**src/block_padded_base32_label_encoder_assert.svh**
```systemverilog
`ifndef BLOCK_PADDED_BASE32_LABEL_ENCODER_ASSERT_SVH
`define BLOCK_PADDED_BASE32_LABEL_ENCODER_ASSERT_SVH

// Same-cycle implication, checked on every rising edge outside reset.
`define BPB32_ASSERT_IMP(label, ante, cons) \
  label: assert property (@(posedge clk) disable iff (rst) (ante) |-> (cons)) \
    else $error("bpb32 same-cycle check failed");

// Next-cycle implication, checked on every rising edge outside reset.
`define BPB32_ASSERT_NXT(label, ante, cons) \
  label: assert property (@(posedge clk) disable iff (rst) (ante) |=> (cons)) \
    else $error("bpb32 next-cycle check failed");

`endif

```
**src/bpb32_pkg.sv**
```systemverilog
package bpb32_pkg;

  localparam int BLOCK_BYTES_DEF = 16;
  localparam int MAX_RESULTS     = 27;
  localparam int CODE_W          = 5;
  localparam int SYM_W           = 8;
  localparam int ACC_W           = 12;
  localparam int HELD_W          = 4;
  localparam int RES_CNT_W       = 5;
  localparam int CFG_REGS        = 4;
  localparam int CFG_IDX_W       = 2;
  localparam int CFG_DATA_W      = 64;

  localparam logic [SYM_W-1:0]  DOT_SYMBOL = 8'h2E;
  localparam logic [CODE_W-1:0] CODE_MASK  = 5'h1F;

  typedef logic [CFG_REGS-1:0][CFG_DATA_W-1:0] alphabet_t;

  typedef enum logic [2:0] {
    ST_IDLE,
    ST_EMIT,
    ST_PAD,
    ST_REM,
    ST_DOT
  } state_t;

  typedef struct packed {
    logic load;
    logic pad;
    logic shift_emit;
    logic rem_emit;
    logic dot_emit;
  } dp_cmd_t;

  typedef struct packed {
    logic ge10;
    logic five_held;
    logic block_full;
    logic last;
    logic push_ok;
  } dp_status_t;

  function automatic logic [SYM_W-1:0] lookup(alphabet_t alph, logic [CODE_W-1:0] code);
    logic [CODE_W-1:0] c;
    c = code & CODE_MASK;
    return alph[c[4:3]][{c[2:0], 3'b000} +: SYM_W];
  endfunction

endpackage

```
**src/bpb32_if.sv**
```systemverilog
interface bpb32_in_if;
  logic       valid;
  logic       ready;
  logic [7:0] data_byte;
  logic       last_byte;

  modport source (output valid, output data_byte, output last_byte, input ready);
  modport sink (input valid, input data_byte, input last_byte, output ready);
endinterface

interface bpb32_out_if;
  logic       valid;
  logic       ready;
  logic [7:0] symbol;
  logic       is_last;

  modport source (output valid, output symbol, output is_last, input ready);
  modport sink (input valid, input symbol, input is_last, output ready);
endinterface

```
**src/block_padded_base32_label_encoder.sv**
```systemverilog
// A byte is loaded into the accumulator on its transfer, and its first symbol is then registered
// into the output register once that register is free. Each byte yields one or two symbols, and
// no new byte is accepted until they are emitted. Closing a block adds the leftover symbol, if any, then the dot.
// A last byte also runs a pad step plus its symbols for each zero byte filling the block.
// Reset is synchronous and clears the bit state, the output valid flag and the alphabet to zero.
module block_padded_base32_label_encoder #(
  parameter int BLOCK_BYTES = bpb32_pkg::BLOCK_BYTES_DEF
) (
  input  logic                             clk,
  input  logic                             rst,
  bpb32_in_if.sink                         in_ch,
  bpb32_out_if.source                      out_ch,
  input  logic                             cfg_we,
  input  logic [bpb32_pkg::CFG_IDX_W-1:0]  cfg_index,
  input  logic [bpb32_pkg::CFG_DATA_W-1:0] cfg_data
);
  import bpb32_pkg::*;

  `include "block_padded_base32_label_encoder_assert.svh"

  dp_cmd_t    cmd;
  dp_status_t status;
  logic       in_ready;

  assign in_ch.ready = in_ready;

  bpb32_ctrl u_ctrl (
    .clk      (clk),
    .rst      (rst),
    .in_valid (in_ch.valid),
    .in_ready (in_ready),
    .status   (status),
    .cmd      (cmd)
  );

  bpb32_dp #(
    .BLOCK_BYTES (BLOCK_BYTES)
  ) u_dp (
    .clk       (clk),
    .rst       (rst),
    .data_byte (in_ch.data_byte),
    .last_byte (in_ch.last_byte),
    .cfg_we    (cfg_we),
    .cfg_index (cfg_index),
    .cfg_data  (cfg_data),
    .cmd       (cmd),
    .status    (status),
    .out_ch    (out_ch)
  );

  `BPB32_ASSERT_NXT(a_busy_after_transfer, in_ch.valid && in_ready, !in_ready)
  `BPB32_ASSERT_IMP(a_no_emit_while_idle, in_ready, !(cmd.shift_emit || cmd.rem_emit || cmd.dot_emit))
  `BPB32_ASSERT_IMP(a_last_is_dot, out_ch.valid && out_ch.is_last, out_ch.symbol == DOT_SYMBOL)

endmodule

```
**src/bpb32_ctrl.sv**
```systemverilog
module bpb32_ctrl (
  input  logic                 clk,
  input  logic                 rst,
  input  logic                 in_valid,
  output logic                 in_ready,
  input  bpb32_pkg::dp_status_t status,
  output bpb32_pkg::dp_cmd_t    cmd
);
  import bpb32_pkg::*;

  state_t state;
  state_t state_next;

  always_ff @(posedge clk) begin
    if (rst) begin
      state <= ST_IDLE;
    end else begin
      state <= state_next;
    end
  end

  always_comb begin
    state_next = state;
    case (state)
      ST_IDLE: begin
        if (in_valid) begin
          state_next = ST_EMIT;
        end
      end
      ST_EMIT: begin
        if (status.push_ok) begin
          if (status.ge10) begin
            state_next = ST_EMIT;
          end else if (status.last && !status.block_full) begin
            state_next = ST_PAD;
          end else if (status.last || status.block_full) begin
            state_next = status.five_held ? ST_DOT : ST_REM;
          end else begin
            state_next = ST_IDLE;
          end
        end
      end
      ST_PAD: begin
        state_next = ST_EMIT;
      end
      ST_REM: begin
        if (status.push_ok) begin
          state_next = ST_DOT;
        end
      end
      ST_DOT: begin
        if (status.push_ok) begin
          state_next = ST_IDLE;
        end
      end
      default: begin
        state_next = ST_IDLE;
      end
    endcase
  end

  always_comb begin
    in_ready       = (state == ST_IDLE);
    cmd            = '0;
    cmd.load       = (state == ST_IDLE) && in_valid;
    cmd.pad        = (state == ST_PAD);
    cmd.shift_emit = (state == ST_EMIT) && status.push_ok;
    cmd.rem_emit   = (state == ST_REM) && status.push_ok;
    cmd.dot_emit   = (state == ST_DOT) && status.push_ok;
  end

endmodule

```
**src/bpb32_dp.sv**
```systemverilog
module bpb32_dp #(
  parameter int BLOCK_BYTES = bpb32_pkg::BLOCK_BYTES_DEF
) (
  input  logic                             clk,
  input  logic                             rst,
  input  logic [7:0]                       data_byte,
  input  logic                             last_byte,
  input  logic                             cfg_we,
  input  logic [bpb32_pkg::CFG_IDX_W-1:0]  cfg_index,
  input  logic [bpb32_pkg::CFG_DATA_W-1:0] cfg_data,
  input  bpb32_pkg::dp_cmd_t               cmd,
  output bpb32_pkg::dp_status_t            status,
  bpb32_out_if.source                      out_ch
);
  import bpb32_pkg::*;

  localparam int BYTES_W = $clog2(BLOCK_BYTES + 1);

  alphabet_t            alphabet;
  logic [ACC_W-1:0]     acc;
  logic [HELD_W-1:0]    held;
  logic [BYTES_W-1:0]   bytes_cnt;
  logic                 last_flag;
  logic [RES_CNT_W-1:0] res_cnt;
  logic                 out_valid;
  logic [SYM_W-1:0]     out_symbol;
  logic                 out_is_last;

  logic             trunc;
  logic             emit;
  logic             push;
  logic [SYM_W-1:0] emit_symbol;

  assign trunc       = (res_cnt >= RES_CNT_W'(MAX_RESULTS));
  assign emit        = cmd.shift_emit || cmd.rem_emit || cmd.dot_emit;
  assign push        = emit && !trunc;
  assign emit_symbol = cmd.dot_emit ? DOT_SYMBOL : lookup(alphabet, acc[CODE_W-1:0]);

  assign status.ge10       = (held >= HELD_W'(10));
  assign status.five_held  = (held == HELD_W'(5));
  assign status.block_full = (bytes_cnt >= BYTES_W'(BLOCK_BYTES));
  assign status.last       = last_flag;
  assign status.push_ok    = !out_valid || out_ch.ready || trunc;

  assign out_ch.valid   = out_valid;
  assign out_ch.symbol  = out_symbol;
  assign out_ch.is_last = out_is_last;

  always_ff @(posedge clk) begin
    if (rst) begin
      alphabet <= '0;
    end else if (cfg_we) begin
      alphabet[cfg_index] <= cfg_data;
    end
  end

  always_ff @(posedge clk) begin
    if (rst) begin
      acc       <= '0;
      held      <= '0;
      bytes_cnt <= '0;
      last_flag <= 1'b0;
      res_cnt   <= '0;
    end else begin
      if (cmd.load) begin
        acc       <= acc | ACC_W'({4'b0000, data_byte} << held);
        held      <= held + HELD_W'(8);
        bytes_cnt <= bytes_cnt + BYTES_W'(1);
        last_flag <= last_byte;
        res_cnt   <= '0;
      end else begin
        if (cmd.pad) begin
          held      <= held + HELD_W'(8);
          bytes_cnt <= bytes_cnt + BYTES_W'(1);
        end
        if (cmd.shift_emit) begin
          acc  <= acc >> CODE_W;
          held <= held - HELD_W'(CODE_W);
        end
        if (cmd.rem_emit) begin
          acc  <= '0;
          held <= '0;
        end
        if (cmd.dot_emit) begin
          acc       <= '0;
          held      <= '0;
          bytes_cnt <= '0;
          last_flag <= 1'b0;
        end
        if (push) begin
          res_cnt <= res_cnt + RES_CNT_W'(1);
        end
      end
    end
  end

  always_ff @(posedge clk) begin
    if (rst) begin
      out_valid <= 1'b0;
    end else if (push) begin
      out_valid <= 1'b1;
    end else if (out_ch.ready) begin
      out_valid <= 1'b0;
    end
  end

  always_ff @(posedge clk) begin
    if (push) begin
      out_symbol  <= emit_symbol;
      out_is_last <= cmd.dot_emit && last_flag;
    end
  end

endmodule

```
**src/flat_wrapper.sv**
```systemverilog
// flat-port wrapper written by rule: the top's interface ports become plain ports
module block_padded_base32_label_encoder_flat import bpb32_pkg::*;
#(
  parameter int BLOCK_BYTES = bpb32_pkg::BLOCK_BYTES_DEF
)
  (clk, rst, cfg_we, cfg_index, cfg_data, in_ch_valid, in_ch_data_byte, in_ch_last_byte, in_ch_ready, out_ch_valid, out_ch_symbol, out_ch_is_last, out_ch_ready);
  bpb32_in_if in_ch_i ();
  bpb32_out_if out_ch_i ();
  input  logic clk;
  input  logic rst;
  input  logic cfg_we;
  input  logic [bpb32_pkg::CFG_IDX_W-1:0] cfg_index;
  input  logic [bpb32_pkg::CFG_DATA_W-1:0] cfg_data;
  input wire logic [$bits(in_ch_i.valid)-1:0] in_ch_valid;
  input wire logic [$bits(in_ch_i.data_byte)-1:0] in_ch_data_byte;
  input wire logic [$bits(in_ch_i.last_byte)-1:0] in_ch_last_byte;
  output wire logic [$bits(in_ch_i.ready)-1:0] in_ch_ready;
  output wire logic [$bits(out_ch_i.valid)-1:0] out_ch_valid;
  output wire logic [$bits(out_ch_i.symbol)-1:0] out_ch_symbol;
  output wire logic [$bits(out_ch_i.is_last)-1:0] out_ch_is_last;
  input wire logic [$bits(out_ch_i.ready)-1:0] out_ch_ready;
  assign in_ch_i.valid = in_ch_valid;
  assign in_ch_i.data_byte = in_ch_data_byte;
  assign in_ch_i.last_byte = in_ch_last_byte;
  assign in_ch_ready = in_ch_i.ready;
  assign out_ch_valid = out_ch_i.valid;
  assign out_ch_symbol = out_ch_i.symbol;
  assign out_ch_is_last = out_ch_i.is_last;
  assign out_ch_i.ready = out_ch_ready;
  block_padded_base32_label_encoder #(.BLOCK_BYTES(BLOCK_BYTES)) u_core (.clk(clk), .rst(rst), .in_ch(in_ch_i), .out_ch(out_ch_i), .cfg_we(cfg_we), .cfg_index(cfg_index), .cfg_data(cfg_data));
endmodule
```
**config.mk**
```make
export PLATFORM = sky130hd
export DESIGN_NAME = block_padded_base32_label_encoder_flat
export DESIGN_NICKNAME = d
export VERILOG_FILES = /design/src/bpb32_pkg.sv /design/src/bpb32_if.sv /design/src/block_padded_base32_label_encoder.sv /design/src/bpb32_ctrl.sv /design/src/bpb32_dp.sv /design/src/flat_wrapper.sv
export VERILOG_INCLUDE_DIRS = /design/src /design/src/src
export SDC_FILE = /design/constraint.sdc
export NUM_CORES = 1
export LEC_CHECK = 0
export ABC_AREA = 1
export BUFFER_PORTS_ARGS = -buffer_cell sky130_fd_sc_hd__clkbuf_2
export CAP_MARGIN = 0
export CELL_PAD_IN_SITES_DETAIL_PLACEMENT = 0
export CELL_PAD_IN_SITES_GLOBAL_PLACEMENT = 1
export CORE_UTILIZATION = 47
export DETAILED_ROUTE_END_ITERATION = 8
export PLACE_DENSITY = 0.9
export SLEW_MARGIN = 40
export SYNTH_ARGS = -nofsm -noshare
export SYNTH_HDL_FRONTEND = slang
export SYNTH_SLANG_ARGS = --single-unit
```
**constraint.sdc**
```tcl
create_clock -name clk -period 3 [get_ports clk]
set_clock_uncertainty 0.2 [all_clocks]
set_input_delay 0.75 -clock clk [delete_from_list [all_inputs] [get_ports clk]]
set_output_delay 0.75 -clock clk [all_outputs]
set_load 0.01 [all_outputs]
```
==> results_dict.tcl <==
set metrics [dict create \
    drcViolationCount 0 \
    ys_warn_count 0 \
    synth_top_area_cell "dfxtp_1" \
    syn_nets 2098 \
    syn_to_final_growth_pct 12.0 \
    stdcell_count 2426 \
    drive_gt1_share_pct 9.70 \
    final-setup-viol-count 0 \
    clock-sinks 296 \
    vias 13000 \
    grt_overflow 0 \
    ctsResizeCount 0 \
    dieArea_sq_um 30000 \
    core_area_sq_um 28800 \
    clk_latency_ns 0.51 \
    crit_fanout 44 \
    syn_inst 2013 \
    drtIter0Drc 1186 \
    firstDrtPassIters 5 \
    p_sw_mw 3.05 \
    synth_top_cells_by_area "dfxtp_1 42%, o21ai_0 9.7%, nand2_1 9.5%, nand3_1 7.9%, a21oi_1 7.5%" \
    ir_drop_v 0.000346 \
    rsz0062_at_grt "false" \
    grt_pass1_wl_mm 61.9 \
    worstMarginPinSlew_ns 0.851 \
    die_h_um 173 \
    wl_mm 38.3 \
    arrival_ns 2.57 \
    clkTransAtPathRegs_ns 0.06 \
    crit_required_ns 3.04 \
    syn_area_per_cell_sq_um 6.85 \
    dp_hpwl_mm 23.1 \
    max_slew_margin_pct 43.2 \
    placed_cell_area_sq_um 14400 \
    postCtsHoldBufs 0 \
    cellInternalPower_mw 7.17 \
    finalHoldViolCount 0 \
    htreeDepth 2 \
    drv_cap 0 \
    seqPwrFrac_pct 42.7 \
    synth_edf_count 9 \
    fin_crit_sh_pct 84.3 \
    powerDensity_nw_per_um2 661 \
    yosys_register_bits 296 \
    viasPerCell 5.34 \
    initial_core_util_pct 47.9 \
    outcome "completed" \
    startpoint_type "flop" \
    synthArstFlopShare_pct 0 \
    cts_made_buffers 34 \
    antenna_found_initial 0 \
    path_class "flop to flop" \
    synthDistinctLibCells 41 \
    holdWs_ns 0.244 \
    sw_frac_of_total_pct 29.8 \
    grt_max_degree 117 \
    drv_slew 0 \
    io_pins 91 \
    hp-class "flop to flop" \
    yosysSeqAreaShare_pct 43.6 \
    yosysMostFrequentCell "nand2_1" \
    clock-root-buffer "clkbuf_16" \
    synth.top_cell.area_share_pct 41.7 \
    p_comb_share_pct 18.6 \
    groute.usage.overall_pct 25.2 \
    cts_tree "yes" \
    dp_cells 2368 \
    cp-end-kind "flop" \
    fmax_ghz 0.395 \
    antennaDiodeCount 0 \
    portBuffers 90 \
    layout_min_cycle_time_ns 2.53 \
    final_cell_area_sq_um 15500 \
    synth_common_cells "349 x nand2_1, 287 x dfxtp_1, 268 x o21ai_0" \
    die_x_um 173 \
    synthFlopType "dfxtp_1" \
    globalplace.congestion 0.856 \
    p_leak_nw 6.45 \
    routedWlPerCell_um 15.8 \
    nets 2105 \
    finalSetupTns_ns 0 \
    ant_nets 0 \
    postCtsSetupRepairBufs 0 \
    rows 62 \
    grt_pass1_vias 11900 \
    p_clk_share_pct 38.7 \
    syn-cell-area_sq_um 13800 \
    finalPower_mw 10.2 \
    cts_buffer_depth 3 \
]
## worst paths after layout
| check | end | cells after the start | start | slack, ns |
|---|---|---|---|---|
| hold / removal | u_core.u_dp.alphabet[86]$_SDFFE_PP0P_ | 2 | u_core.u_dp.alphabet[86]$_SDFFE_PP0P_ | 0.24 |
| setup / recovery | u_core.u_dp.out_ch.symbol[4]$_SDFFCE_PP0P_ | 10 | u_core.u_dp.acc[3]$_SDFFE_PP0P_ | 0.47 |
| setup reg to reg | u_core.u_dp.out_ch.symbol[4]$_SDFFCE_PP0P_ | 10 | u_core.u_dp.acc[3]$_SDFFE_PP0P_ | 0.47 |
| hold reg to reg | u_core.u_dp.alphabet[86]$_SDFFE_PP0P_ | 2 | u_core.u_dp.alphabet[86]$_SDFFE_PP0P_ | 0.24 |
## cell families after synthesis
kind of cell / count (synthesis) / synth area share (%)
buffers and inverters: 369 / 11.3
adders and majority gates: 5 / 0.454
DFF: 296 / 43.6
and+or+nand+nor: 831 / 25.4
xor gates and xnor gates: 4 / 0.254
AOI/OAI and AO/OA: 508 / 19.0
## critical path: stages (launching register included)
cell and delay, ns:
dfxtp_4 0.55, inv_4 0.29, buf_12 0.27, nand2_1 0.08, nand3_1 0.07, nand3_1 0.12
nand2_1 0.07, nand2_1 0.06, nand2_1 0.09, nor2_1 0.33, nor2_1 0.10
## layer usage
layer	share of wire, %	routed length (um)	up-vias	track usage (%)
met2	45	17400	327	41.0
met4	2.7	1030	0	8.33
met5	0	0	-	0
li1	-	-	6518	-
met1	47	18100	6045	34.7
met3	4.5	1730	64	3.05
## through the flow
| step | setup WS, ns | util (%) |
|---|---|---|
| 2_1_floorplan | 1.12 | - |
| 3_3_place_gp | 0.575 | 50.0 |
| 3_5_place_dp | 0.521 | 50.0 |
| 4_1_cts | 0.508 | 53.7 |
| 5_1_grt | 0.346 | 53.7 |
| 6_report | 0.470 | 53.7 |
## state kept, by name, indices dropped and copies added, names as in the netlist
name / count
u_core.u_dp.out_ch.symbol: 8
u_core.u_dp.held: 4
u_core.u_dp.out_ch.is_last: 1
u_core.u_ctrl.state: 3
u_core.u_dp.alphabet: 256
u_core.u_dp.out_ch.valid: 1
u_core.u_dp.acc: 12
u_core.u_dp.last_flag: 1
u_core.u_dp.res_cnt: 5
u_core.u_dp.bytes_cnt: 5
## cell type report
class | count | area (sq um)
Fill cell | 2861 | 13300
Multi-Input combinational cell | 1348 | 6250
Sequential cell | 296 | 6020
Clock buffer | 49 | 978
Inverter | 226 | 856
Timing Repair Buffer | 114 | 793
Tap cell | 384 | 480
Clock inverter | 9 | 76.3
## power by group through the flow
stage	sequential (mW)	combinational (mW)	clock, mW
detailed placement	4.44	1.89	0
global placement	4.43	1.87	0
floorplan	4.37	1.39	0
finish	4.36	1.90	3.96
CTS	4.36	1.90	4.02
global route	4.38	2.13	4.19
## cell usage in the layout, fill, tap and decap left out, types with 5 or more instances in the layout
cell | synthesis | final
a21oi_1 | 206 | 206
buf_12 | 0 | 13
buf_4 | 11 | 11
clkbuf_1 | 78 | 9
clkbuf_16 | 0 | 35
clkbuf_2 | 1 | 90
clkbuf_8 | 0 | 5
clkinv_2 | 0 | 6
dfxtp_1 | 287 | 285
edfxtp_1 | 9 | 9
ha_1 | 5 | 5
inv_1 | 214 | 214
inv_2 | 10 | 10
nand2_1 | 349 | 349
nand3_1 | 217 | 215
nor2_1 | 237 | 237
o211ai_1 | 14 | 14
o21ai_0 | 268 | 268
o21ai_1 | 7 | 7
Power figures use the tool's default switching activity.
